**src/hdl/miba_pkg.sv**
```systemverilog
package miba_pkg;

   localparam int SAMPLE_BITS  = 16;
   localparam int MAX_WIDTH    = 4096;
   localparam int COL_BITS     = $clog2(MAX_WIDTH);
   localparam int HEIGHT_LIMIT = 4096;
   localparam int ROW_BITS     = $clog2(HEIGHT_LIMIT);
   localparam int CFG_BITS     = 13;
   localparam int FACT_BITS    = 5;
   localparam int MAX_BIN      = 16;
   localparam int BIN_BITS     = $clog2(MAX_BIN);
   // A bin holds up to MAX_BIN squared pixels.
   localparam int CNT_BITS     = 2 * BIN_BITS + 1;
   localparam int SUM_BITS     = SAMPLE_BITS + 2 * BIN_BITS;
   localparam int DIV_STEPS    = SUM_BITS;
   localparam int STEP_BITS    = $clog2(DIV_STEPS);

   localparam logic [1:0] REG_IMAGE_WIDTH  = 2'd0;
   localparam logic [1:0] REG_IMAGE_HEIGHT = 2'd1;
   localparam logic [1:0] REG_BIN_X        = 2'd2;
   localparam logic [1:0] REG_BIN_Y        = 2'd3;

   typedef struct packed {
      logic signed [SAMPLE_BITS-1:0] sample;
      logic                          sample_valid;
   } req_payload_type;

   typedef struct packed {
      logic signed [SAMPLE_BITS-1:0] bin_mean;
      logic                          bin_valid;
      logic                          last_bin;
   } rsp_payload_type;

   typedef enum logic [1:0] {
      ST_IDLE,
      ST_MERGE,
      ST_DIVIDE,
      ST_FINISH
   } miba_state_type;

   typedef struct packed {
      logic accept;
      logic merge;
      logic div_step;
      logic load_out;
   } miba_cmd_type;

   typedef struct packed {
      logic unit;
      logic end_x;
      logic end_y_held;
      logic div_last;
      logic out_free;
   } miba_sts_type;

endpackage

```
**src/hdl/miba_ctrl.sv**
```systemverilog
module miba_ctrl
   import miba_pkg::*;
(
   input  logic         clock,
   input  logic         reset,
   input  logic         req_valid,
   output logic         req_stall,
   input  miba_sts_type sts,
   output miba_cmd_type cmd
);

   miba_state_type state_ff, state_in;

   always_ff @(posedge clock) begin
      if (reset) begin
         state_ff <= ST_IDLE;
      end else begin
         state_ff <= state_in;
      end
   end

   always_comb begin
      state_in  = state_ff;
      cmd       = '0;
      req_stall = 1'b1;
      case (state_ff)
         ST_IDLE: begin
            req_stall = 1'b0;
            if (req_valid) begin
               cmd.accept = 1'b1;
               if (sts.unit) begin
                  state_in = ST_FINISH;
               end else if (sts.end_x) begin
                  state_in = ST_MERGE;
               end
            end
         end
         ST_MERGE: begin
            cmd.merge = 1'b1;
            state_in  = sts.end_y_held ? ST_DIVIDE : ST_IDLE;
         end
         ST_DIVIDE: begin
            cmd.div_step = 1'b1;
            if (sts.div_last) begin
               state_in = ST_FINISH;
            end
         end
         ST_FINISH: begin
            if (sts.out_free) begin
               cmd.load_out = 1'b1;
               state_in     = ST_IDLE;
            end
         end
         default: begin
            state_in = ST_IDLE;
         end
      endcase
   end

endmodule

```
**config.mk**
```make
export PLATFORM = sky130hd
export DESIGN_NAME = miba_ctrl
export DESIGN_NICKNAME = d
export VERILOG_FILES = /design/src/hdl/miba_pkg.sv /design/src/hdl/miba_ctrl.sv
export SDC_FILE = /design/constraint.sdc
export NUM_CORES = 1
export LEC_CHECK = 0
export ABC_CLOCK_PERIOD_IN_PS = 2400
export BUFFER_PORTS_ARGS = -buffer_cell sky130_fd_sc_hd__buf_2
export CORE_AREA = 2 2 39 41
export CTS_BUF_LIST = sky130_fd_sc_hd__clkbuf_16
export CTS_CLUSTER_SIZE = 8
export DETAILED_ROUTE_END_ITERATION = 8
export DIE_AREA = 0 0 41 43
export MAX_ROUTING_LAYER = met4
export PLACE_DENSITY = 0.31
export SLEW_MARGIN = 10
export SYNTH_ARGS = -nofsm -noshare
export SYNTH_HDL_FRONTEND = slang
export SYNTH_SLANG_ARGS = --single-unit
```
**constraint.sdc**
```tcl
create_clock -name clock -period 2.4 [get_ports clock]
set_input_delay 0.12 -clock clock [delete_from_list [all_inputs] [get_ports clock]]
set_output_delay 0.12 -clock clock [all_outputs]
set_load 0.02 [all_outputs]
```
==> results of run 1 <==
==> logic make-up (layout without fill, tap and decap cells) <==
logic type	Yosys count	after routing	synth area share, %
compound gates	5	5	20.95
buf+inv	0	15	0
flops	2	2	30.48
simple gates	8	8	48.58
==> cell usage in the layout (no fill, tap or decap), drive strengths merged, types with 2 or more instances in the layout <==
cell type  count
and2b          2
buf           12
dfxtp          2
a21oi          2
nor2b          2
o21ai          2
clkbuf         3
==> how the worst max path moves through the flow <==
stage,from,endpoint,slack [ns],depth (start not counted)
final,state_ff[0]$_SDFFE_PP0P_,cmd[1],1.24,2
after global routing,state_ff[0]$_SDFFE_PP0P_,cmd[0],1.19,2
after CTS,state_ff[0]$_SDFFE_PP0P_,cmd[1],1.24,2
after detailed placement,state_ff[0]$_SDFFE_PP0P_,cmd[1],1.47,2
after global placement,state_ff[0]$_SDFFE_PP0P_,cmd[1],1.47,2
after floorplan,state_ff[1]$_SDFFE_PP0P_,state_ff[0]$_SDFFE_PP0P_,1.37,3
==> stage by stage <==
stage	power [W]	utilization [%]
6_report	0.0003272	20.71
5_1_grt	0.0003426	20.71
4_1_cts	0.0003313	20.71
3_5_place_dp	0.00008272	15.28
3_3_place_gp	0.00008270	15.28
2_1_floorplan	0.00006650	-
==> layout make-up <==
class	instances	area, µm²	area share (%)
multi-input cells	13	91.34	31.88
clock buffers	3	75.07	26.20
flip-flops and latches	2	40.04	13.97
repair buffers	12	60.06	20.96
well taps	16	20.02	6.987
==> where the power goes <==
group | internal (W) | leakage (nW) | total, W | switching (W)
logic | 0.0000194 | 0.0891 | 0.0000392 | 0.0000198
clock network | 0.000212 | 0.0370 | 0.000246 | 0.0000340
registers | 0.0000368 | 0.0166 | 0.0000424 | 0.00000554
==> routing by layer <==
layer	GRT usage, %	share of wire [%]	vias up	wire length (µm)
li1	-	-	85	-
met1	5.431	44	77	174
met2	7.500	47	7	189
met3	1.571	8.5	0	34
met4	8.000	0	0	0
met5	-	0	-	0
==> flow_metrics.env, run 1 <==
export IMPL_slew_viol_final=0
export IMPL_crit_family="flip-flops"
export IMPL_clock_path_buffers=2
export IMPL_grt_max_degree=10
export IMPL_dpl_cell_count=43
export IMPL_hold_viol=0
export IMPL_die_height_um=43
export IMPL_fillers=162
export IMPL_clk_latency_ns=0.22
export IMPL_die_w_um=41
export IMPL_final_cells=46
export IMPL_numCtsBuffers=3
export IMPL_slowest_stage="dfxtp_1"
export IMPL_grt_pass1_wl_um=607
export IMPL_fin_tns_setup_ns=0
export IMPL_whs_path_depth=2
export IMPL_h_tree_depth=1
export IMPL_critical_path_max_stage_delay_ns=0.43
export IMPL_cellLeakagePower_nw=0.1427
export IMPL_crit_chain="and2b_2 -> buf_2"
export IMPL_r2r_end="state_ff[1]$_SDFFE_PP0P_"
export IMPL_synthFlopType="dfxtp_1"
export IMPL_yosys_top_cells_area="dfxtp_1 30%, and2b_2 13%, nor2b_1 9.5%"
export IMPL_final_setup_viol_count=0
export IMPL_min_period_over_period_pct=48.44
export IMPL_cts_tree="built"
export IMPL_post_cts_buffers=0
export IMPL_fmax_ghz=0.8602
export IMPL_grt_pass1_vias=167
export IMPL_cts_sinks=2
export IMPL_finClkSkew_ns=0.001303
export IMPL_power_density_nw_per_um2=1142
export IMPL_synth_top_area_share_pct=30.48
export IMPL_worst_pin_slew_ns=0.2344
export IMPL_ys_seq_area_share_pct=30.48
export IMPL_num_vias=169
export IMPL_synth_yosys_warnings=0
export IMPL_worst_ep_required_time_ns=2.28
export IMPL_critPathLaunchType="flop"
export IMPL_insertedDiodeCount=0
export IMPL_drc=0
export IMPL_antenna_found_initial=0
export IMPL_cp_end_kind="output port"
export IMPL_rr_worst_depth=2
export IMPL_holdPathEnd="state_ff[0]$_SDFFE_PP0P_"
export IMPL_status="complete, no violations"
export IMPL_placementRows=14
export IMPL_vias_per_cell=3.674
export IMPL_synth_common_cells="2 x a21oi_1, 2 x and2b_2, 2 x dfxtp_1, 2 x nor2b_1"
export IMPL_path_buf_inv=1
export IMPL_synth_async_sr_flop_share_pct=0
export IMPL_finalWorstSetupSlack_ns=1.237
export IMPL_wl_per_cell_um=8.652
export IMPL_holdWs_ns=0.07969
export IMPL_path_max_fanout=9
export IMPL_syn_inst=15
export IMPL_slew_headroom_pct=84.35
export IMPL_min_path_type="input port to flop"
export IMPL_ff2ff_setup_slack_ns=1.51
export IMPL_clockRootBuffer="clkbuf_16"
export IMPL_r2r_start="state_ff[0]$_SDFFE_PP0P_"
export IMPL_drt_iter0_markers=2
export IMPL_syn_to_final_growth_pct=118.1
export IMPL_regMostFlops="state_ff"
export IMPL_die_area_um2=1763
export IMPL_place_area_um2=211.5
export IMPL_largest_reg_flops=2
export IMPL_preCtsSetupSlack_ns=1.466
export IMPL_rsz0062_at_grt="false"
export IMPL_synth_area_um2=131.4
export IMPL_fin_nets=40
export IMPL_syn_area_per_cell_um2=8.758
export IMPL_track_usage_pct=5.749
export IMPL_crit_type="flop to output port"
export IMPL_postRouteAntennaNets=0
export IMPL_routabilityCongestion=0.5919
export IMPL_hold_buffers=0
export IMPL_syn_nets=23
export IMPL_ys_seq_elements=2
export IMPL_cap_viol_max_count=0
export IMPL_design_area_um2=286.5
export IMPL_layout_drive_gt1_share_pct=66.67
export IMPL_post_cts_resized=0
export IMPL_period_minus_slack_ns=1.163
export IMPL_worst_endpoint_arrival_ns=1.04
export IMPL_io_buffers=12
export IMPL_grt_overflow_total=0
export IMPL_top_regs="state_ff: 2 flops"
export IMPL_core_area_um2=1384
export IMPL_initial_utilization_pct=9.494
export IMPL_boundaryPins=13
export IMPL_clkTransAtPathRegs_ns=0.03
export IMPL_first_pass_iters=2
export IMPL_synth_edf_count=0
export IMPL_wl_um=398
export IMPL_hold_start="reset"
export IMPL_yosysTopAreaCell="dfxtp_1"
export IMPL_synth_cell_types=11
export IMPL_ir_worst_vdd_mv=0.2587
No activity file was read; power rests on OpenSTA's default activity.
==> inputs of run 2 (changes only) <==
- ABC_AREA: unset -> 1
- ABC_CLOCK_PERIOD_IN_PS: 2400 -> 940
- PLACE_DENSITY: 0.31 -> 0.35
- clock period: 2.4 -> 0.94 ns (I/O delays scaled with it)
==> run 2 against run 1 <==
Compared with the run above:
- the flow now finishes with violations (setup timing)
- non-clock buffer count is 3 higher
- largest cell class unchanged
- cell count is 35% higher
- synthesized cell count is 87% higher
==> flow_metrics.env, run 2 <==
export IMPL_period_minus_slack_ns=0.9785
export IMPL_regMostFlops="state_ff"
export IMPL_grt_max_degree=6
export IMPL_track_usage_pct=6.468
export IMPL_r2r_start="state_ff[0]$_SDFFE_PP0P_"
export IMPL_cts_sinks=2
export IMPL_boundaryPins=13
export IMPL_final_common_cell="buf_2"
export IMPL_drt_iter0_markers=4
export IMPL_ff2ff_setup_slack_ns=0.03
export IMPL_crit_type="flop to output port"
export IMPL_yosys_top_cells_area="dfxtp_1 24%, inv_1 14%, nand3_1 9.0%"
export IMPL_grt_pass1_wl_um=676
export IMPL_power_density_nw_per_um2=2825
export IMPL_die_height_um=43
export IMPL_synthFlopType="dfxtp_1"
export IMPL_synth_cell_types=13
export IMPL_synth_async_sr_flop_share_pct=0
export IMPL_core_area_um2=1384
export IMPL_cts_tree="built"
export IMPL_ys_seq_area_share_pct=24.06
export IMPL_first_pass_iters=2
export IMPL_largest_reg_flops=2
export IMPL_synth_edf_count=0
export IMPL_wl_per_cell_um=7.274
export IMPL_min_period_over_period_pct=104.1
export IMPL_synth_top_area_share_pct=24.06
export IMPL_clock_path_buffers=2
export IMPL_syn_to_final_growth_pct=139.1
export IMPL_grt_overflow_total=0
export IMPL_holdPathEnd="state_ff[0]$_SDFFE_PP0P_"
export IMPL_hold_viol=0
export IMPL_clk_latency_ns=0.22
export IMPL_dp_hpwl_um=339.5
export IMPL_ys_seq_elements=2
export IMPL_finClkSkew_ns=0.001692
export IMPL_cp_end_kind="output port"
export IMPL_clockRootBuffer="clkbuf_16"
export IMPL_die_w_um=41
export IMPL_syn_area_per_cell_um2=5.943
export IMPL_fin_nets=56
export IMPL_worst_endpoint_arrival_ns=0.93
export IMPL_syn_nets=36
export IMPL_most_common_layout_cells="8 x buf_2, 4 x inv_2, 4 x inv_1, 4 x buf_4"
export IMPL_layout_drive_gt1_share_pct=73.91
export IMPL_place_area_um2=254.0
export IMPL_worst_ep_required_time_ns=0.89
export IMPL_initial_utilization_pct=12.03
export IMPL_h_tree_depth=1
export IMPL_critPathLaunchType="flop"
export IMPL_design_area_um2=397.9
export IMPL_routabilityCongestion=0.6174
export IMPL_placementRows=14
export IMPL_rr_worst_depth=6
export IMPL_ir_worst_vdd_mv=0.8904
export IMPL_worst_pin_slew_ns=0.1915
export IMPL_synth_common_cells="6 x inv_1, 4 x nand2_1, 3 x inv_2, 3 x nand3_1, 3 x nor2_1"
export IMPL_rsz0062_at_grt="true"
export IMPL_antenna_found_initial=0
export IMPL_slew_headroom_pct=87.10
export IMPL_min_path_type="input port to flop"
export IMPL_grt_pass1_vias=207
export IMPL_yosysTopAreaCell="dfxtp_1"
export IMPL_insertedDiodeCount=0
export IMPL_wl_um=451
export IMPL_drc=0
export IMPL_finalWorstSetupSlack_ns=-0.03851
export IMPL_status="complete, but fails checks"
export IMPL_slew_viol_final=0
export IMPL_cellLeakagePower_nw=0.2124
export IMPL_fin_tns_setup_ns=-0.07680
export IMPL_clkTransAtPathRegs_ns=0.03
export IMPL_final_setup_viol_count=2
export IMPL_die_area_um2=1763
export IMPL_syn_inst=28
export IMPL_numCtsBuffers=3
export IMPL_top_regs="state_ff: 2 flops"
export IMPL_holdWs_ns=0.1560
export IMPL_num_vias=225
export IMPL_synth_area_um2=166.4
export IMPL_postRouteAntennaNets=0
export IMPL_synth_yosys_warnings=0
export IMPL_whs_path_depth=4
export IMPL_io_buffers=12
export IMPL_synth_most_common_cell="inv_1"
export IMPL_hold_start="sts[0]"
export IMPL_vias_per_cell=3.629
export IMPL_fmax_ghz=1.022
export IMPL_r2r_end="state_ff[1]$_SDFFE_PP0P_"
export IMPL_path_max_fanout=4
export IMPL_cap_viol_max_count=0
export IMPL_violations="setup timing"
-- run 2: final cells by class --
type	instances	area [µm²]
flip-flops and latches	2	47.55
inverters	9	36.28
fillers	150	985.9
multi-input cells	17	116.4
clock buffers	3	75.07
well taps	16	20.02
repair buffers	15	102.6
-- run 2: worst max-delay path by stage --
stage                                        start                        to  slack, ns  depth (start not counted)
after CTS                 state_ff[0]$_SDFFE_PP0P_                    cmd[0]      -0.05                          3
final                     state_ff[0]$_SDFFE_PP0P_                    cmd[0]      -0.04                          3
after global routing      state_ff[0]$_SDFFE_PP0P_                    cmd[3]      -0.08                          4
after global placement    state_ff[1]$_SDFFE_PP0P_  state_ff[1]$_SDFFE_PP0P_       0.02                          4
after detailed placement  state_ff[1]$_SDFFE_PP0P_  state_ff[1]$_SDFFE_PP0P_       0.04                          5
after floorplan           state_ff[1]$_SDFFE_PP0P_                    cmd[3]       0.04                          3
-- run 2: cells by family after synthesis --
| logic type | Yosys count | share of synthesized area [%] |
|---|---|---|
| AOI/OAI and AO/OA | 3 | 11.27 |
| DFF | 2 | 24.06 |
| buffers and inverters | 9 | 20.30 |
| and+or+nand+nor | 14 | 44.35 |
-- run 2: repair_timing --
action | CTS | global route
resized for setup | 14 | 4
buffers inserted | 2 | 0
setup endpoints to repair | 5 | 7
hold endpoints to repair | 1 | 0
hold buffers | 1 | 0
pin swaps | 2 | 0
-- run 2: critical path: stages, from the launching register on --
cell	delay, ns
dfxtp_4	0.37
inv_4	0.05
nor3_2	0.14
buf_4	0.16
-- run 2: metal layers --
layer	GRT usage (%)	vias up	wire (µm)
met1	5.431	93	176
met5	-	-	0
met3	3.141	2	43
li1	-	120	-
met2	8.750	10	216
met4	8.000	0	15
-- run 2: power by group --
| part | switching (W) | leakage, nW | internal (W) |
|---|---|---|---|
| Clock | 0.0000972 | 0.0370 | 0.000541 |
| Combinational | 0.000181 | 0.158 | 0.000156 |
| Sequential | 0.0000370 | 0.0178 | 0.000112 |
| Total | 0.000315 | 0.212 | 0.000809 |
-- run 2: through the flow --
stage / total power [W] / util (%) / std cells / worst slack [ns]
3_3_place_gp: 0.0003800 / 18.35 / 56 / 0.02313
4_1_cts: 0.001122 / 27.94 / 62 / -0.04659
6_report: 0.001124 / 28.75 / 62 / -0.03851
3_5_place_dp: 0.0003773 / 18.35 / 56 / 0.04101
2_1_floorplan: 0.0003041 / - / 28 / 0.04047
5_1_grt: 0.001191 / 28.75 / 62 / -0.07676
==> inputs of run 3 (changes only) <==
--- a/config.mk
+++ b/config.mk
@@ -16,3 +16,3 @@
 export MAX_ROUTING_LAYER = met4
-export PLACE_DENSITY = 0.35
+export PLACE_DENSITY_LB_ADDON = 0.15
 export SLEW_MARGIN = 10
--- a/constraint.sdc
+++ b/constraint.sdc
@@ -3,2 +3,2 @@
 set_output_delay 0.047 -clock clock [all_outputs]
-set_load 0.02 [all_outputs]
+set_load 0.005 [all_outputs]
==> run 3 against run 2 <==
Compared with the run above:
- the flow now finishes without violations
- combinational power shrank 25%
- setup slack improved by 0.040 ns
- count of clock-buffer cells in the layout did not move
- wire length up 2.7%
- cell count did not move
- non-clock buffer count unchanged
- sequential power fell by 5%
- critical endpoint unchanged
- largest cell class unchanged
- largest power group unchanged
==> flow_metrics.env, run 3 (synthesis gave the netlist of run 2 again) <==
export IMPL_status="complete, no violations"
export IMPL_drt_iter0_markers=7
export IMPL_grt_overflow_total=0
export IMPL_clkTransAtPathRegs_ns=0.03
export IMPL_core_area_um2=1384
export IMPL_io_buffers=12
export IMPL_worst_endpoint_arrival_ns=0.89
export IMPL_min_path_type="input port to flop"
export IMPL_critPathLaunchType="flop"
export IMPL_clk_latency_ns=0.22
export IMPL_top_regs="state_ff: 2 flops"
export IMPL_rsz0062_at_grt="true"
export IMPL_r2r_end="state_ff[1]$_SDFFE_PP0P_"
export IMPL_hold_start="sts[0]"
export IMPL_ff2ff_setup_slack_ns=0.03
export IMPL_die_w_um=41
export IMPL_pwr_share_seq_pct=13.8
export IMPL_h_tree_depth=1
export IMPL_syn_to_final_growth_pct=124.1
export IMPL_swShare_pct=24.43
export IMPL_cp_end_kind="output port"
export IMPL_clockRootBuffer="clkbuf_16"
export IMPL_multi_input_area_um2=111.4
export IMPL_final_util_pct=26.94
export IMPL_worst_ep_required_time_ns=0.89
export IMPL_grt_pass1_vias=204
export IMPL_finClkSkew_ns=0.002395
export IMPL_layout_area_seq_um2=47.55
export IMPL_die_height_um=43
export IMPL_path_max_fanout=3
export IMPL_regMostFlops="state_ff"
export IMPL_initial_utilization_pct=12.03
export IMPL_placementRows=14
export IMPL_pwr_share_comb_pct=24.6
export IMPL_postRouteAntennaNets=0
export IMPL_slew_headroom_pct=91.09
export IMPL_vias_per_cell=3.532
export IMPL_dp_hpwl_um=341.3
export IMPL_worst_pin_slew_ns=0.1323
export IMPL_min_period_over_period_pct=99.85
export IMPL_track_usage_pct=7.077
export IMPL_antenna_found_initial=0
export IMPL_fillers=152
export IMPL_layout_drive_gt1_share_pct=67.39
export IMPL_grt_pass1_wl_um=745
export IMPL_numCtsBuffers=3
export IMPL_largest_reg_flops=2
export IMPL_clock_path_buffers=2
export IMPL_drc=0
export IMPL_r2r_start="state_ff[0]$_SDFFE_PP0P_"
export IMPL_p_sw_w=0.0002510
export IMPL_ir_worst_vdd_mv=1.046
export IMPL_power_density_nw_per_um2=2755
export IMPL_final_setup_viol_count=0
export IMPL_fmax_ghz=1.065
export IMPL_fin_nets=56
export IMPL_routabilityCongestion=0.6672
export IMPL_clockPowerShare_pct=61.6
export IMPL_crit_type="flop to output port"
export IMPL_most_common_layout_cells="12 x buf_2, 5 x inv_1, 4 x inv_2, 4 x nand2_1"
export IMPL_period_minus_slack_ns=0.9386
export IMPL_final_common_cell="buf_2"
export IMPL_whs_path_depth=4
export IMPL_hold_viol=0
export IMPL_cellLeakagePower_nw=0.2093
export IMPL_die_area_um2=1763
export IMPL_p_int_w=0.0007764
export IMPL_cap_viol_max_count=0
export IMPL_holdWs_ns=0.1627
export IMPL_wl_um=463
export IMPL_slew_viol_final=0
export IMPL_rr_worst_depth=5
export IMPL_cts_tree="built"
export IMPL_boundaryPins=13
export IMPL_num_vias=219
export IMPL_grt_max_degree=6
export IMPL_insertedDiodeCount=0
export IMPL_holdPathEnd="state_ff[0]$_SDFFE_PP0P_"
export IMPL_first_pass_iters=4
export IMPL_cts_sinks=2
export IMPL_wl_per_cell_um=7.468
-- run 3: cell counts in the layout (fill, tap and decap cells not counted) --
Identical to the previous run, type by type.
-- run 3: how the worst max path moves through the flow --
stage                             start                  endpoint  cells after the start
5_1_grt        state_ff[0]$_SDFFE_PP0P_                    cmd[3]                      4
3_5_place_dp   state_ff[0]$_SDFFE_PP0P_  state_ff[0]$_SDFFE_PP0P_                      6
4_1_cts        state_ff[0]$_SDFFE_PP0P_                    cmd[3]                      4
6_report       state_ff[0]$_SDFFE_PP0P_                    cmd[0]                      3
2_1_floorplan  state_ff[0]$_SDFFE_PP0P_  state_ff[1]$_SDFFE_PP0P_                      7
3_3_place_gp   state_ff[1]$_SDFFE_PP0P_  state_ff[1]$_SDFFE_PP0P_                      5
-- run 3: worst max-delay path, cell delays in order, from the launching register on --
cell     delay (ns)
dfxtp_4        0.36
inv_2          0.05
nor3_2         0.13
buf_2          0.13
-- run 3: timing repair --
action | 4_1_cts | 5_1_grt
buffers inserted | 2 | 0
endpoints found under the hold margin | 1 | 0
pin swaps | 2 | 0
hold buffers | 1 | 0
endpoints found under the setup margin | 4 | 5
gates resized for setup | 8 | 2
cloned | 0 | 0
-- run 3: per-layer routing --
layer / share of wire, % / track usage [%]
met4: 0 / 6.000
met5: 0 / -
met3: 9.9 / 4.712
met1: 44 / 7.643
met2: 46 / 8.438
-- run 3: area by class of cell --
type	count	share of cell area, %
inverter	9	9.060
clock buffer	3	20.13
tap	16	5.369
multi-input combinational	17	29.87
timing repair buffer	15	22.82
sequential	2	12.75
-- run 3: metrics by stage --
step / cells / total power [W] / setup slack [ns] / TNS, ns / instance area, µm²
detailed placement: 56 / 0.0003224 / 0.02807 / 0 / 246.5
finish: 62 / 0.001027 / 0.001426 / 0 / 372.9
global placement: 56 / 0.0003274 / 0.01596 / 0 / 246.5
floorplan: 28 / 0.0002487 / 0.1056 / 0 / 166.4
CTS: 62 / 0.001034 / -0.007746 / -0.007746 / 366.6
global route: 62 / 0.001084 / -0.04397 / -0.1101 / 372.9
-- run 3: power groups by stage --
stage	clock, W	sequential (W)	combinational, W
global route	0.000653	0.000144	0.000286
global placement	0	0.000132	0.000196
floorplan	0	0.000124	0.000125
CTS	0.000646	0.000142	0.000246
detailed placement	0	0.000130	0.000193
finish	0.000633	0.000142	0.000253
